## src/rtl/core/tdf_pkg.sv

```systemverilog
// Shared types and constants for the trial division factorizer.
package tdf_pkg;

  localparam int VALUE_BITS_DEF = 64;
  localparam int MAX_ITEMS      = 15;
  localparam logic [62:0] LIMIT_CEILING = 63'h7FFF_FFFF_FFFF_FFE7;
  localparam logic [62:0] LIMIT_RESET   = 63'h7FFF_FFFF_FFFF_FFFF;

  typedef struct packed {
    logic        is_zero;
    logic        neg;
    logic [63:0] mag;
    logic [62:0] limit;
  } tdf_entry_t;

endpackage

```

## src/rtl/core/tdf_front.sv

```systemverilog
// Front end: limit register, input classification and a two-entry queue.
module tdf_front import tdf_pkg::*; #(
  parameter int VALUE_BITS = VALUE_BITS_DEF
) (
  input  logic        clk,
  input  logic        rst_n,
  input  logic        cfg_we,
  input  logic [62:0] cfg_wdata,
  input  logic        start,
  input  logic [63:0] in_value,
  output logic        busy,
  output logic        q_valid,
  output tdf_entry_t  q_entry,
  input  logic        q_pop
);

  logic [62:0]           limit_r;
  tdf_entry_t            mem_r [2];
  logic                  wr_ptr_r;
  logic                  rd_ptr_r;
  logic [1:0]            cnt_r;
  logic [VALUE_BITS-1:0] raw;
  logic [VALUE_BITS-1:0] mag;
  logic [62:0]           lim;
  tdf_entry_t            ent;
  logic                  push;
  logic                  pop;

  always_comb begin
    raw = in_value[VALUE_BITS-1:0];
    mag = raw[VALUE_BITS-1] ? (~raw + 1'b1) : raw;
    if (limit_r == '0) begin
      lim = 63'd1;
    end else if (limit_r > LIMIT_CEILING) begin
      lim = LIMIT_CEILING;
    end else begin
      lim = limit_r;
    end
    ent.is_zero = (raw == '0);
    ent.neg     = raw[VALUE_BITS-1];
    ent.mag     = 64'(mag);
    ent.limit   = lim;
  end

  assign busy    = (cnt_r == 2'd2);
  assign push    = start && !busy;
  assign q_valid = (cnt_r != 2'd0);
  assign pop     = q_pop && q_valid;
  assign q_entry = mem_r[rd_ptr_r];

  always_ff @(posedge clk) begin
    if (!rst_n) begin
      limit_r  <= LIMIT_RESET;
      wr_ptr_r <= 1'b0;
      rd_ptr_r <= 1'b0;
      cnt_r    <= 2'd0;
    end else begin
      if (cfg_we) begin
        limit_r <= cfg_wdata;
      end
      if (push) begin
        wr_ptr_r <= ~wr_ptr_r;
      end
      if (pop) begin
        rd_ptr_r <= ~rd_ptr_r;
      end
      cnt_r <= cnt_r + 2'(push) - 2'(pop);
    end
  end

  always_ff @(posedge clk) begin
    if (push) begin
      mem_r[wr_ptr_r] <= ent;
    end
  end

endmodule

```

## src/rtl/core/tdf_div.sv

```systemverilog
// Restoring divider, one quotient bit per cycle.
module tdf_div #(
  parameter int W = 64
) (
  input  logic         clk,
  input  logic         rst_n,
  input  logic         go,
  input  logic [W-1:0] dividend,
  input  logic [W-1:0] divisor,
  output logic         done,
  output logic [W-1:0] quot,
  output logic [W-1:0] rem
);

  localparam int CW = $clog2(W + 1);

  logic [W-1:0]  q_r;
  logic [W:0]    r_r;
  logic [W-1:0]  d_r;
  logic [CW-1:0] cnt_r;
  logic          run_r;
  logic          done_r;
  logic [W:0]    trial;
  logic [W:0]    diff;

  always_comb begin
    trial = {r_r[W-1:0], q_r[W-1]};
    diff  = trial - {1'b0, d_r};
  end

  assign done = done_r;
  assign quot = q_r;
  assign rem  = r_r[W-1:0];

  always_ff @(posedge clk) begin
    if (!rst_n) begin
      run_r  <= 1'b0;
      done_r <= 1'b0;
      cnt_r  <= '0;
    end else begin
      done_r <= 1'b0;
      if (go) begin
        run_r <= 1'b1;
        cnt_r <= CW'(W);
      end else if (run_r) begin
        cnt_r <= cnt_r - 1'b1;
        if (cnt_r == CW'(1)) begin
          run_r  <= 1'b0;
          done_r <= 1'b1;
        end
      end
    end
  end

  always_ff @(posedge clk) begin
    if (go) begin
      q_r <= dividend;
      r_r <= '0;
      d_r <= divisor;
    end else if (run_r) begin
      if (!diff[W]) begin
        r_r <= diff;
        q_r <= {q_r[W-2:0], 1'b1};
      end else begin
        r_r <= trial;
        q_r <= {q_r[W-2:0], 1'b0};
      end
    end
  end

endmodule

```

## src/rtl/core/tdf_sqrt.sv

```systemverilog
// Integer square root, one result bit per cycle.
module tdf_sqrt (
  input  logic        clk,
  input  logic        rst_n,
  input  logic        go,
  input  logic [63:0] x,
  output logic        done,
  output logic [31:0] root
);

  logic [63:0] x_r;
  logic [63:0] r_r;
  logic [63:0] bit_r;
  logic        run_r;
  logic        done_r;
  logic [63:0] sum;

  assign sum  = r_r + bit_r;
  assign done = done_r;
  assign root = r_r[31:0];

  always_ff @(posedge clk) begin
    if (!rst_n) begin
      run_r  <= 1'b0;
      done_r <= 1'b0;
    end else begin
      done_r <= 1'b0;
      if (go) begin
        run_r <= 1'b1;
      end else if (run_r && bit_r[0]) begin
        run_r  <= 1'b0;
        done_r <= 1'b1;
      end
    end
  end

  always_ff @(posedge clk) begin
    if (go) begin
      x_r   <= x;
      r_r   <= '0;
      bit_r <= 64'd1 << 62;
    end else if (run_r) begin
      if (x_r >= sum) begin
        x_r <= x_r - sum;
        r_r <= (r_r >> 1) + bit_r;
      end else begin
        r_r <= r_r >> 1;
      end
      bit_r <= bit_r >> 2;
    end
  end

endmodule

```

## src/rtl/core/tdf_back.sv

```systemverilog
// Back end: trial division sequencer and result output register.
module tdf_back import tdf_pkg::*; #(
  parameter int VALUE_BITS = VALUE_BITS_DEF
) (
  input  logic        clk,
  input  logic        rst_n,
  input  logic        q_valid,
  input  tdf_entry_t  q_entry,
  output logic        q_pop,
  output logic        out_strobe,
  output logic [62:0] out_factor,
  output logic [5:0]  out_multiplicity,
  output logic [63:0] out_cofactor,
  output logic        out_status,
  output logic        out_is_last
);

  localparam int W = VALUE_BITS;

  typedef enum logic [2:0] {
    S_IDLE, S_SQRT, S_TRY, S_DIV, S_FIN1, S_FIN2
  } state_t;

  state_t      state_r;
  logic [W-1:0] rem_r;
  logic [W-1:0] d_r;
  logic [62:0] stop_r;
  logic [62:0] limit_r;
  logic [5:0]  exp_r;
  logic        neg_r;
  logic        adv_r;
  logic [3:0]  count_r;
  logic        pend_r;
  logic [62:0] pend_fac_r;
  logic [5:0]  pend_mul_r;
  logic        out_strobe_r;
  logic [62:0] out_factor_r;
  logic [5:0]  out_mul_r;
  logic [63:0] out_cof_r;
  logic        out_status_r;
  logic        out_last_r;
  logic        div_go;
  logic        sq_go;
  logic        div_done;
  logic [W-1:0] div_q;
  logic [W-1:0] div_rem;
  logic        sq_done;
  logic [31:0] sq_root;
  logic [W-1:0] d_next;
  logic [63:0] rem64;

  assign rem64  = 64'(rem_r);
  assign d_next = (d_r == W'(2)) ? W'(3) : d_r + W'(2);
  assign q_pop  = (state_r == S_IDLE) && q_valid;
  assign div_go = ((state_r == S_TRY) && (64'(d_r) <= 64'(stop_r))) ||
                  ((state_r == S_DIV) && div_done && (div_rem == '0));
  assign sq_go  = ((state_r == S_IDLE) && q_valid && !q_entry.is_zero) ||
                  ((state_r == S_DIV) && div_done && (div_rem != '0) && (exp_r != '0));

  tdf_div #(.W(W)) u_div (
    .clk      (clk),
    .rst_n    (rst_n),
    .go       (div_go),
    .dividend ((state_r == S_DIV) ? div_q : rem_r),
    .divisor  (d_r),
    .done     (div_done),
    .quot     (div_q),
    .rem      (div_rem)
  );

  tdf_sqrt u_sqrt (
    .clk   (clk),
    .rst_n (rst_n),
    .go    (sq_go),
    .x     ((state_r == S_IDLE) ? q_entry.mag : rem64),
    .done  (sq_done),
    .root  (sq_root)
  );

  assign out_strobe       = out_strobe_r;
  assign out_factor       = out_factor_r;
  assign out_multiplicity = out_mul_r;
  assign out_cofactor     = out_cof_r;
  assign out_status       = out_status_r;
  assign out_is_last      = out_last_r;

  always_ff @(posedge clk) begin
    if (!rst_n) begin
      state_r      <= S_IDLE;
      out_strobe_r <= 1'b0;
      pend_r       <= 1'b0;
      count_r      <= '0;
      adv_r        <= 1'b0;
    end else begin
      out_strobe_r <= 1'b0;
      unique case (state_r)
        S_IDLE: begin
          if (q_valid) begin
            if (q_entry.is_zero) begin
              out_strobe_r <= 1'b1;
              out_factor_r <= '0;
              out_mul_r    <= '0;
              out_cof_r    <= '0;
              out_status_r <= 1'b1;
              out_last_r   <= 1'b1;
            end else begin
              rem_r   <= q_entry.mag[W-1:0];
              neg_r   <= q_entry.neg;
              limit_r <= q_entry.limit;
              stop_r  <= q_entry.limit;
              d_r     <= W'(2);
              count_r <= '0;
              pend_r  <= 1'b0;
              adv_r   <= 1'b0;
              state_r <= S_SQRT;
            end
          end
        end
        S_SQRT: begin
          if (sq_done) begin
            if (63'(sq_root) < stop_r) begin
              stop_r <= 63'(sq_root);
            end
            if (adv_r) begin
              d_r <= d_next;
            end
            state_r <= S_TRY;
          end
        end
        S_TRY: begin
          exp_r <= '0;
          if (64'(d_r) > 64'(stop_r)) begin
            state_r <= S_FIN1;
          end else begin
            state_r <= S_DIV;
          end
        end
        S_DIV: begin
          if (div_done) begin
            if (div_rem == '0) begin
              rem_r <= div_q;
              exp_r <= exp_r + 1'b1;
            end else if (exp_r != '0) begin
              if (count_r < 4'(MAX_ITEMS)) begin
                if (pend_r) begin
                  out_strobe_r <= 1'b1;
                  out_factor_r <= pend_fac_r;
                  out_mul_r    <= pend_mul_r;
                  out_cof_r    <= '0;
                  out_status_r <= 1'b0;
                  out_last_r   <= 1'b0;
                end
                pend_r     <= 1'b1;
                pend_fac_r <= 63'(d_r);
                pend_mul_r <= exp_r;
                count_r    <= count_r + 1'b1;
              end
              adv_r   <= 1'b1;
              state_r <= S_SQRT;
            end else begin
              d_r     <= d_next;
              state_r <= S_TRY;
            end
          end
        end
        S_FIN1: begin
          if ((rem64 > 64'd1) && (rem64 <= 64'(limit_r))) begin
            if (count_r < 4'(MAX_ITEMS)) begin
              if (pend_r) begin
                out_strobe_r <= 1'b1;
                out_factor_r <= pend_fac_r;
                out_mul_r    <= pend_mul_r;
                out_cof_r    <= '0;
                out_status_r <= 1'b0;
                out_last_r   <= 1'b0;
              end
              pend_r     <= 1'b1;
              pend_fac_r <= rem64[62:0];
              pend_mul_r <= 6'd1;
              count_r    <= count_r + 1'b1;
            end
            rem_r <= W'(1);
          end
          state_r <= S_FIN2;
        end
        S_FIN2: begin
          out_strobe_r <= 1'b1;
          out_factor_r <= pend_r ? pend_fac_r : '0;
          out_mul_r    <= pend_r ? pend_mul_r : '0;
          out_cof_r    <= neg_r ? (64'd0 - rem64) : rem64;
          out_status_r <= 1'b0;
          out_last_r   <= 1'b1;
          state_r      <= S_IDLE;
        end
        default: begin
          state_r <= S_IDLE;
        end
      endcase
    end
  end

endmodule

```

## src/rtl/core/trial_division_factorizer_top.sv

```systemverilog
// Trial division factorizer: top level joining front end and back end.
// Each trial divisor runs through the serial divider, and a square root follows each factor found;
// up to about 1.5 * 10^9 divisors are tried.
// Throughput: one value at a time in the back end; two more wait in the queue, busy when full.
// Results leave on a one-cycle strobe; the receiver cannot stall them.
// Reset (synchronous, rst_n low) empties the queue and sets trial_limit to 2^63-1.
module trial_division_factorizer_top import tdf_pkg::*; #(
  parameter int VALUE_BITS = VALUE_BITS_DEF
) (
  input  logic        clk,
  input  logic        rst_n,
  input  logic        cfg_we,
  input  logic [62:0] cfg_wdata,
  input  logic        start,
  output logic        busy,
  input  logic [63:0] in_value,
  output logic        out_strobe,
  output logic [62:0] out_factor,
  output logic [5:0]  out_multiplicity,
  output logic [63:0] out_cofactor,
  output logic        out_status,
  output logic        out_is_last
);

  logic       q_valid;
  logic       q_pop;
  tdf_entry_t q_entry;

  tdf_front #(.VALUE_BITS(VALUE_BITS)) u_front (
    .clk       (clk),
    .rst_n     (rst_n),
    .cfg_we    (cfg_we),
    .cfg_wdata (cfg_wdata),
    .start     (start),
    .in_value  (in_value),
    .busy      (busy),
    .q_valid   (q_valid),
    .q_entry   (q_entry),
    .q_pop     (q_pop)
  );

  tdf_back #(.VALUE_BITS(VALUE_BITS)) u_back (
    .clk              (clk),
    .rst_n            (rst_n),
    .q_valid          (q_valid),
    .q_entry          (q_entry),
    .q_pop            (q_pop),
    .out_strobe       (out_strobe),
    .out_factor       (out_factor),
    .out_multiplicity (out_multiplicity),
    .out_cofactor     (out_cofactor),
    .out_status       (out_status),
    .out_is_last      (out_is_last)
  );

endmodule

```

## config.mk

```make
export PLATFORM = sky130hd
export DESIGN_NAME = trial_division_factorizer_top
export DESIGN_NICKNAME = d
export VERILOG_FILES = /design/src/rtl/core/tdf_pkg.sv /design/src/rtl/core/tdf_front.sv /design/src/rtl/core/tdf_div.sv /design/src/rtl/core/tdf_sqrt.sv /design/src/rtl/core/tdf_back.sv /design/src/rtl/core/trial_division_factorizer_top.sv
export SDC_FILE = /design/constraint.sdc
export NUM_CORES = 2
export LEC_CHECK = 0
export ABC_AREA = 1
export BUFFER_PORTS_ARGS = -buffer_cell sky130_fd_sc_hd__buf_2
export CAP_MARGIN = 20
export CELL_PAD_IN_SITES_DETAIL_PLACEMENT = 1
export CELL_PAD_IN_SITES_GLOBAL_PLACEMENT = 1
export CORE_ASPECT_RATIO = 1.25
export CORE_UTILIZATION = 30
export CTS_CLUSTER_SIZE = 28
export DETAILED_ROUTE_END_ITERATION = 16
export PLACE_DENSITY_LB_ADDON = 0.1
export RECOVER_POWER = 100
export SETUP_SLACK_MARGIN = 0.2
export SLEW_MARGIN = 20
export SYNTH_ARGS = -nofsm -noshare
export SYNTH_HDL_FRONTEND = slang
export SYNTH_SLANG_ARGS = --single-unit
```

## constraint.sdc

```tcl
create_clock -name clk -period 11.9 [get_ports clk]
set_input_delay 1.785 -clock clk [delete_from_list [all_inputs] [get_ports clk]]
set_output_delay 1.785 -clock clk [all_outputs]
set_load 0.05 [all_outputs]
```

Word-level counts from Yosys, hierarchy flattened
Memories as Yosys holds them, arrays and structs flattened. A register that Yosys moved wholly into a read port is not among the register bits.
Index checks and enable logic that the tools add are counted.
{"block": "totals", "regBits": 905, "word_cells": 278, "inputBits": 131, "mem_bits_rw": 258, "output_inout_bits": 137, "mem_count": 1}
{"memory": "u_front.mem_r", "depth": 2, "width": 129, "rd": 1, "rd_ports_with_merged_regs": 1, "write_ports": 1, "line_no": "tdf_front.sv:18", "rtl": "tdf_entry_t mem_r [2];"}
{"block": "classes", "mux": 146, "addsub": 12, "n_eq_ne": 23, "reduce_logical": 48, "order_cmp": 8, "bitwise_logic": 6}
{"operator": "$mux 64", "n": 32}
{"operator": "$mux 63", "n": 21}
{"operator": "$pmux 64 s3", "n": 2}
{"operator": "$pmux 64 s4", "n": 1}
{"operator": "$pmux 63 s2", "n": 2}
{"operator": "$pmux 63 s4", "n": 1}
{"operator": "$le 64x63->1", "n": 2}
{"operator": "$logic_not 64->1", "n": 2}
{"operator": "$mux 6", "n": 17}
{"operator": "$sub 65x64->65", "n": 1}
{"operator": "$add 63x63->64", "n": 1}
{"operator": "$add 64x1->64 const B", "n": 1}
{"operator": "$add 64x2->64 const B", "n": 1}
{"operator": "$add 64x63->64", "n": 1}
{"operator": "$eq 64x2->1 const B", "n": 1}
{"operator": "$ge 64x64->1", "n": 1}
{"operator": "$gt 64x1->1 const B", "n": 1}
{"operator": "$gt 64x63->1", "n": 1}
{"operator": "$not 64->64", "n": 1}
{"operator": "$reduce_bool 64->1", "n": 1}
{"operator": "$sub 1x64->64 const A", "n": 1}
{"operator": "$sub 64x64->64", "n": 1}
{"operator": "$gt 63x63->1 const B", "n": 1}
{"operator": "$logic_not 63->1", "n": 1}
{"operator": "other kinds (44)", "n": 148}

Logic depth before layout (Yosys ltp)
{"block": "logic_depth", "depth_word": 7, "mapped_depth": 34, "mapped_depth_nobuf": 32}

Hierarchy
A second synthesis with hierarchy kept.
{"block": "unflattened", "hier_cells": 10394, "area_unflattened_um2": 76746.1}
{"module": "tdf_back", "cells_per_inst": 3141, "seq_area_each_um2": 14163.6, "instances": 1, "area_per_inst_um2": 27401.3}
{"module": "tdf_sqrt", "cells_per_inst": 3592, "seq_area_each_um2": 3883.7, "instances": 1, "area_per_inst_um2": 20185.6}
{"module": "tdf_front", "cells_per_inst": 1351, "seq_area_each_um2": 9108.7, "instances": 1, "area_per_inst_um2": 14656.6}
{"module": "tdf_div", "cells_per_inst": 2310, "seq_area_each_um2": 5305.1, "instances": 1, "area_per_inst_um2": 14502.7}

Worst setup path before layout
No wires, ideal clock.
{"block": "synth_timing", "kind": "input -> register", "start": "input rst_n", "end": "register u_back.out_cof_r[0] (netlist: u_back.out_cofactor[0]), enable pin", "path_buffers": 1, "setup_time_ns": 0.629, "setup_slack_ns": 3.046, "cell_stages": 7, "arrival_ns": 8.225, "required_time_ns": 11.271, "path_cell_list": "clkbuf_1 inv_1 nor2_1 inv_1 a311oi_1 nand2_1 nor2_1"}
{"block": "synth_via", "elab_chain_cells": 1}
{"element": "from (decl)", "line_no": "trial_division_factorizer_top.sv:11", "rtl": "input logic rst_n,"}
{"element": "$reduce_and 8->1 (no source line)"}
{"element": "to (signal assigned)", "line_no": "tdf_back.sv:190", "rtl": "out_cof_r <= neg_r ? (64'd0 - rem64) : rem64;"}
{"element": "to (decl)", "line_no": "tdf_back.sv:39", "rtl": "logic [63:0] out_cof_r;"}
Every way passes these cells.
A chain may end at the register's enable or synchronous reset.

Worst setup path after layout
{"block": "layout_timing", "start": "register u_back.state_r[2]", "end": "register u_back.rem_r[25] (netlist: u_back.rem64[25]), enable pin"}
{"block": "layout_via", "elab_chain_cells": 3, "word_cells_on_any_way": 10, "cone_classes": "7 x eq/ne; 3 x reduce/logical"}
{"element": "from (decl)", "line_no": "tdf_back.sv:24", "rtl": "state_t state_r;"}
{"element": "from (signal assigned)", "line_no": "tdf_back.sv:89", "rtl": "state_r <= S_IDLE;"}
{"element": "from (signal assigned)", "line_no": "tdf_back.sv:115", "rtl": "state_r <= S_SQRT;"}
{"element": "from (signal assigned)", "line_no": "tdf_back.sv:127", "rtl": "state_r <= S_TRY;"}
{"element": "$eq 3x2->1, or another cell as far along", "line_no": "tdf_back.sv:96", "rtl": "unique case (state_r)"}
{"element": "$ne 2x1->1 (no source line), or another cell as far along"}
{"element": "$reduce_and 7->1 (no source line) (*)"}
{"element": "to (signal assigned)", "line_no": "tdf_back.sv:107", "rtl": "rem_r <= q_entry.mag[W-1:0];"}
{"element": "to (signal assigned)", "line_no": "tdf_back.sv:141", "rtl": "rem_r <= div_q;"}
{"element": "to (decl)", "line_no": "tdf_back.sv:25", "rtl": "logic [W-1:0] rem_r;"}
Every way passes the cells marked *; elsewhere a longest branch is shown, timed or not.

==> results.toml <==
[outcome]
status = "finished with violations"
violations = "max-capacitance violations, max-slew violations"

[yosys]
synthDominantCellAreaShare_pct = 38.4
synthTopCellsByArea = "edfxtp_1 (38%), nand2_1 (13%), dfxtp_1 (7.0%), inv_1 (6.7%), ha_1 (6.3%)"
netlist_instances = 9255
yosys-top-cells-count = "nand2_1 (2507), inv_1 (1279), edfxtp_1 (915), nor2_1 (891), o21ai_0 (648)"
synth_cell_types = 65
ys.warnings.count = 0
ys.flop_type = "edfxtp_1"
synthMostInstantiatedCell = "nand2_1"
yosysTopAreaCell = "edfxtp_1"
yosysSeqAreaShare_pct = 45.4
syn_area_per_cell_um2 = 7.73
syn_area_mm2 = 0.0716
synth_async_sr_flop_share_pct = 0
synth_edf_count = 915
synth-seq-cells = 1164
synth_nets = 9750

[layout]
drive_above_1_share_pct = 5.61
area_growth_pct = 12.8
post-route-util_pct = 34.0
fin_nets = 9972

[sta]
max_freq_mhz = 109
worstMarginPinSlew_ns = 6.50
period_needed_ns = 9.13
drv_slew = 1882
hold_viol_final = 0
skew_ns = 0.0931
final.period_utilization_pct = 76.8
timing.final.ws_setup_ns = 2.77
final-setup-viol-count = 0
holdWs_ns = 0.464
rsz0062_at_grt = "false"
tns_ns = 0
slew_headroom_pct = -333

[flow_run]
cap_violations = 35

[clock_network]
htreeDepth = 4
cts_tree = "done"
clk_pin_slew_ns = 0.07
clk_latency_ns = 0.85
numClockSinks = 1164
cts_made_buffers = 147
clockBufferDepth = 4
cts_hold_buf = 0
post_cts_resize_count = 0
post_cts_buffers = 0
root_buffer = "clkbuf_16"

[global_route]
grt_pass1_wl_um = 462000
grt_max_degree = 152
track_usage_pct = 26.1
grt_antenna_before_repair = 15
grt_pass1_vias = 66900
grt_overflow = 0

[floorplanning]
core_area_mm2 = 0.237
dieHeight_um = 548
pin_count = 268
initial_core_util_pct = 30.2
die_w_um = 439
rows = 200
die_area_mm2 = 0.240

[routing]
vias = 64500
vias_per_cell = 5.07
wl_per_cell_um = 25.2
remaining_drc_errors = 0
firstDrtPassIters = 5
drtIter0Drc = 4350
route.final.wire_length_um = 320000
drt.antenna.violating_nets = 0

[worst_setup_path]
cp-end-kind = "register"
critPathKind = "reg -> reg"
arrival_ns = 9.43
cp_data_required_time_ns = 12.20
critPathBufInv = 4
cp_max_fo = 69
crit_cells = 10
r2r_cells = 10
path_common_cell = "nor2_1"
start_kind = "register"
cpPeakStageDelay_ns = 2.93
path_cells = "nor2_1 > inv_1 > nor2_1 > inv_2 > clkbuf_1 > nor2_1 > nor2_1 > nand3_1 > a21oi_1 > clkbuf_1"
crit_slowest_cell = "clkbuf_1"
crit_family = "buffers and inverters"

[worst_hold_path]
hold_depth = 1
hold_path_class = "reg -> reg"

[power]
p_per_area_mw_per_mm2 = 242
leakage_nw = 33.2
fin_total_pwr_mw = 19.5
irDropWorstVdd_uv = 159

[placed_design]
place_hpwl_um = 256000
place_congestion = 0.932
place_ws_ns = 5.41
port_buffers = 267
==> path summary, 6_finish.rpt <==
check                    start          endpoint  slack (ns)
max          u_back.state_r[2]  u_back.rem64[25]        2.77
min           u_front.rd_ptr_r  u_front.rd_ptr_r        0.46
max reg2reg  u_back.state_r[2]  u_back.rem64[25]        2.77
min reg2reg   u_front.rd_ptr_r  u_front.rd_ptr_r        0.46
==> stage by stage <==
step	area, um2	instances
2_1_floorplan	71600	9255
3_3_place_gp	76500	12500
3_5_place_dp	76500	12500
4_1_cts	81200	12700
5_1_grt	80700	12700
6_report	80700	12700
==> routing by layer <==
| layer | share of wire (%) | up-vias | GRT usage [%] |
|---|---|---|---|
| met5 | 0 | - | 0 |
| met4 | 4.4 | 0 | 10.2 |
| met3 | 3.7 | 452 | 2.52 |
| met2 | 47 | 1380 | 43.6 |
| met1 | 45 | 31700 | 34.6 |
| li1 | - | 31000 | - |
==> layout make-up <==
| type | count | area (um2) |
|---|---|---|
| antenna | 6 | 15.0 |
| clock buffer | 179 | 3900 |
| clock inverter | 76 | 777 |
| fill | 28900 | 157000 |
| inverter | 1297 | 4870 |
| multi-input combinational | 6485 | 32900 |
| sequential | 1164 | 32500 |
| tap | 3131 | 3920 |
| timing repair buffer | 382 | 1920 |
==> worst reg2reg max path, stage by stage (launching register included) <==
cell and delay (ns):
dfxtp_1 0.46, nor2_1 0.12, inv_1 0.18, nor2_1 0.22
inv_2 0.08, clkbuf_1 2.68, nor2_1 0.32, nor2_1 0.40
nand3_1 0.12, a21oi_1 0.95, clkbuf_1 2.93
==> cell usage in the layout, fill, tap and decap left out, types with 40 or more instances in the layout <==
master	synthesis	layout
buf_2	54	129
nand2_1	2507	2512
edfxtp_1	915	915
dfxtp_1	249	247
inv_1	1279	1278
xor2_1	113	113
nand3_1	409	410
nor3_1	167	169
xnor2_1	111	111
ha_1	362	362
nor4_1	82	82
clkbuf_16	0	148
nor2_1	891	892
or2_2	40	40
a21oi_1	644	643
a31oi_1	53	53
clkbuf_1	218	196
buf_4	2	76
nand4_1	134	134
o21ai_0	648	688
==> where the power goes <==
group | switching (mW) | leakage (nW) | internal, mW
Clock | 1.89 | 2.26 | 2.62
Combinational | 6.37 | 20.4 | 2.24
Sequential | 0.695 | 10.5 | 5.69
==> sequential cells by signal (all words and copies together), names as in the netlist, 7 cells and up, named ones only <==
name,cells
u_back.d_r,64
u_back.limit_r,63
u_back.out_cofactor,64
u_back.out_factor,63
u_back.pend_fac_r,63
u_back.rem64,64
u_back.stop_r,63
u_back.u_div.cnt_r,7
u_back.u_div.d_r,64
u_back.u_div.quot,64
u_back.u_div.r_r,64
u_back.u_sqrt.bit_r,32
u_back.u_sqrt.r_r,64
u_back.u_sqrt.x_r,64
u_front.limit_r,63
u_front.mem_r,258
==> cells by family after synthesis <==
group / count (synthesis) / share of synthesized area, %
XOR/XNOR: 224 / 2.74
adder cells (fa/ha/maj): 364 / 6.39
flip-flops: 1164 / 45.4
AO/OA/AOI/OAI: 1547 / 11.5
AND/OR/NAND/NOR: 4350 / 25.4
buffers and inverters: 1606 / 8.68
(Power assumes the default switching activity.)
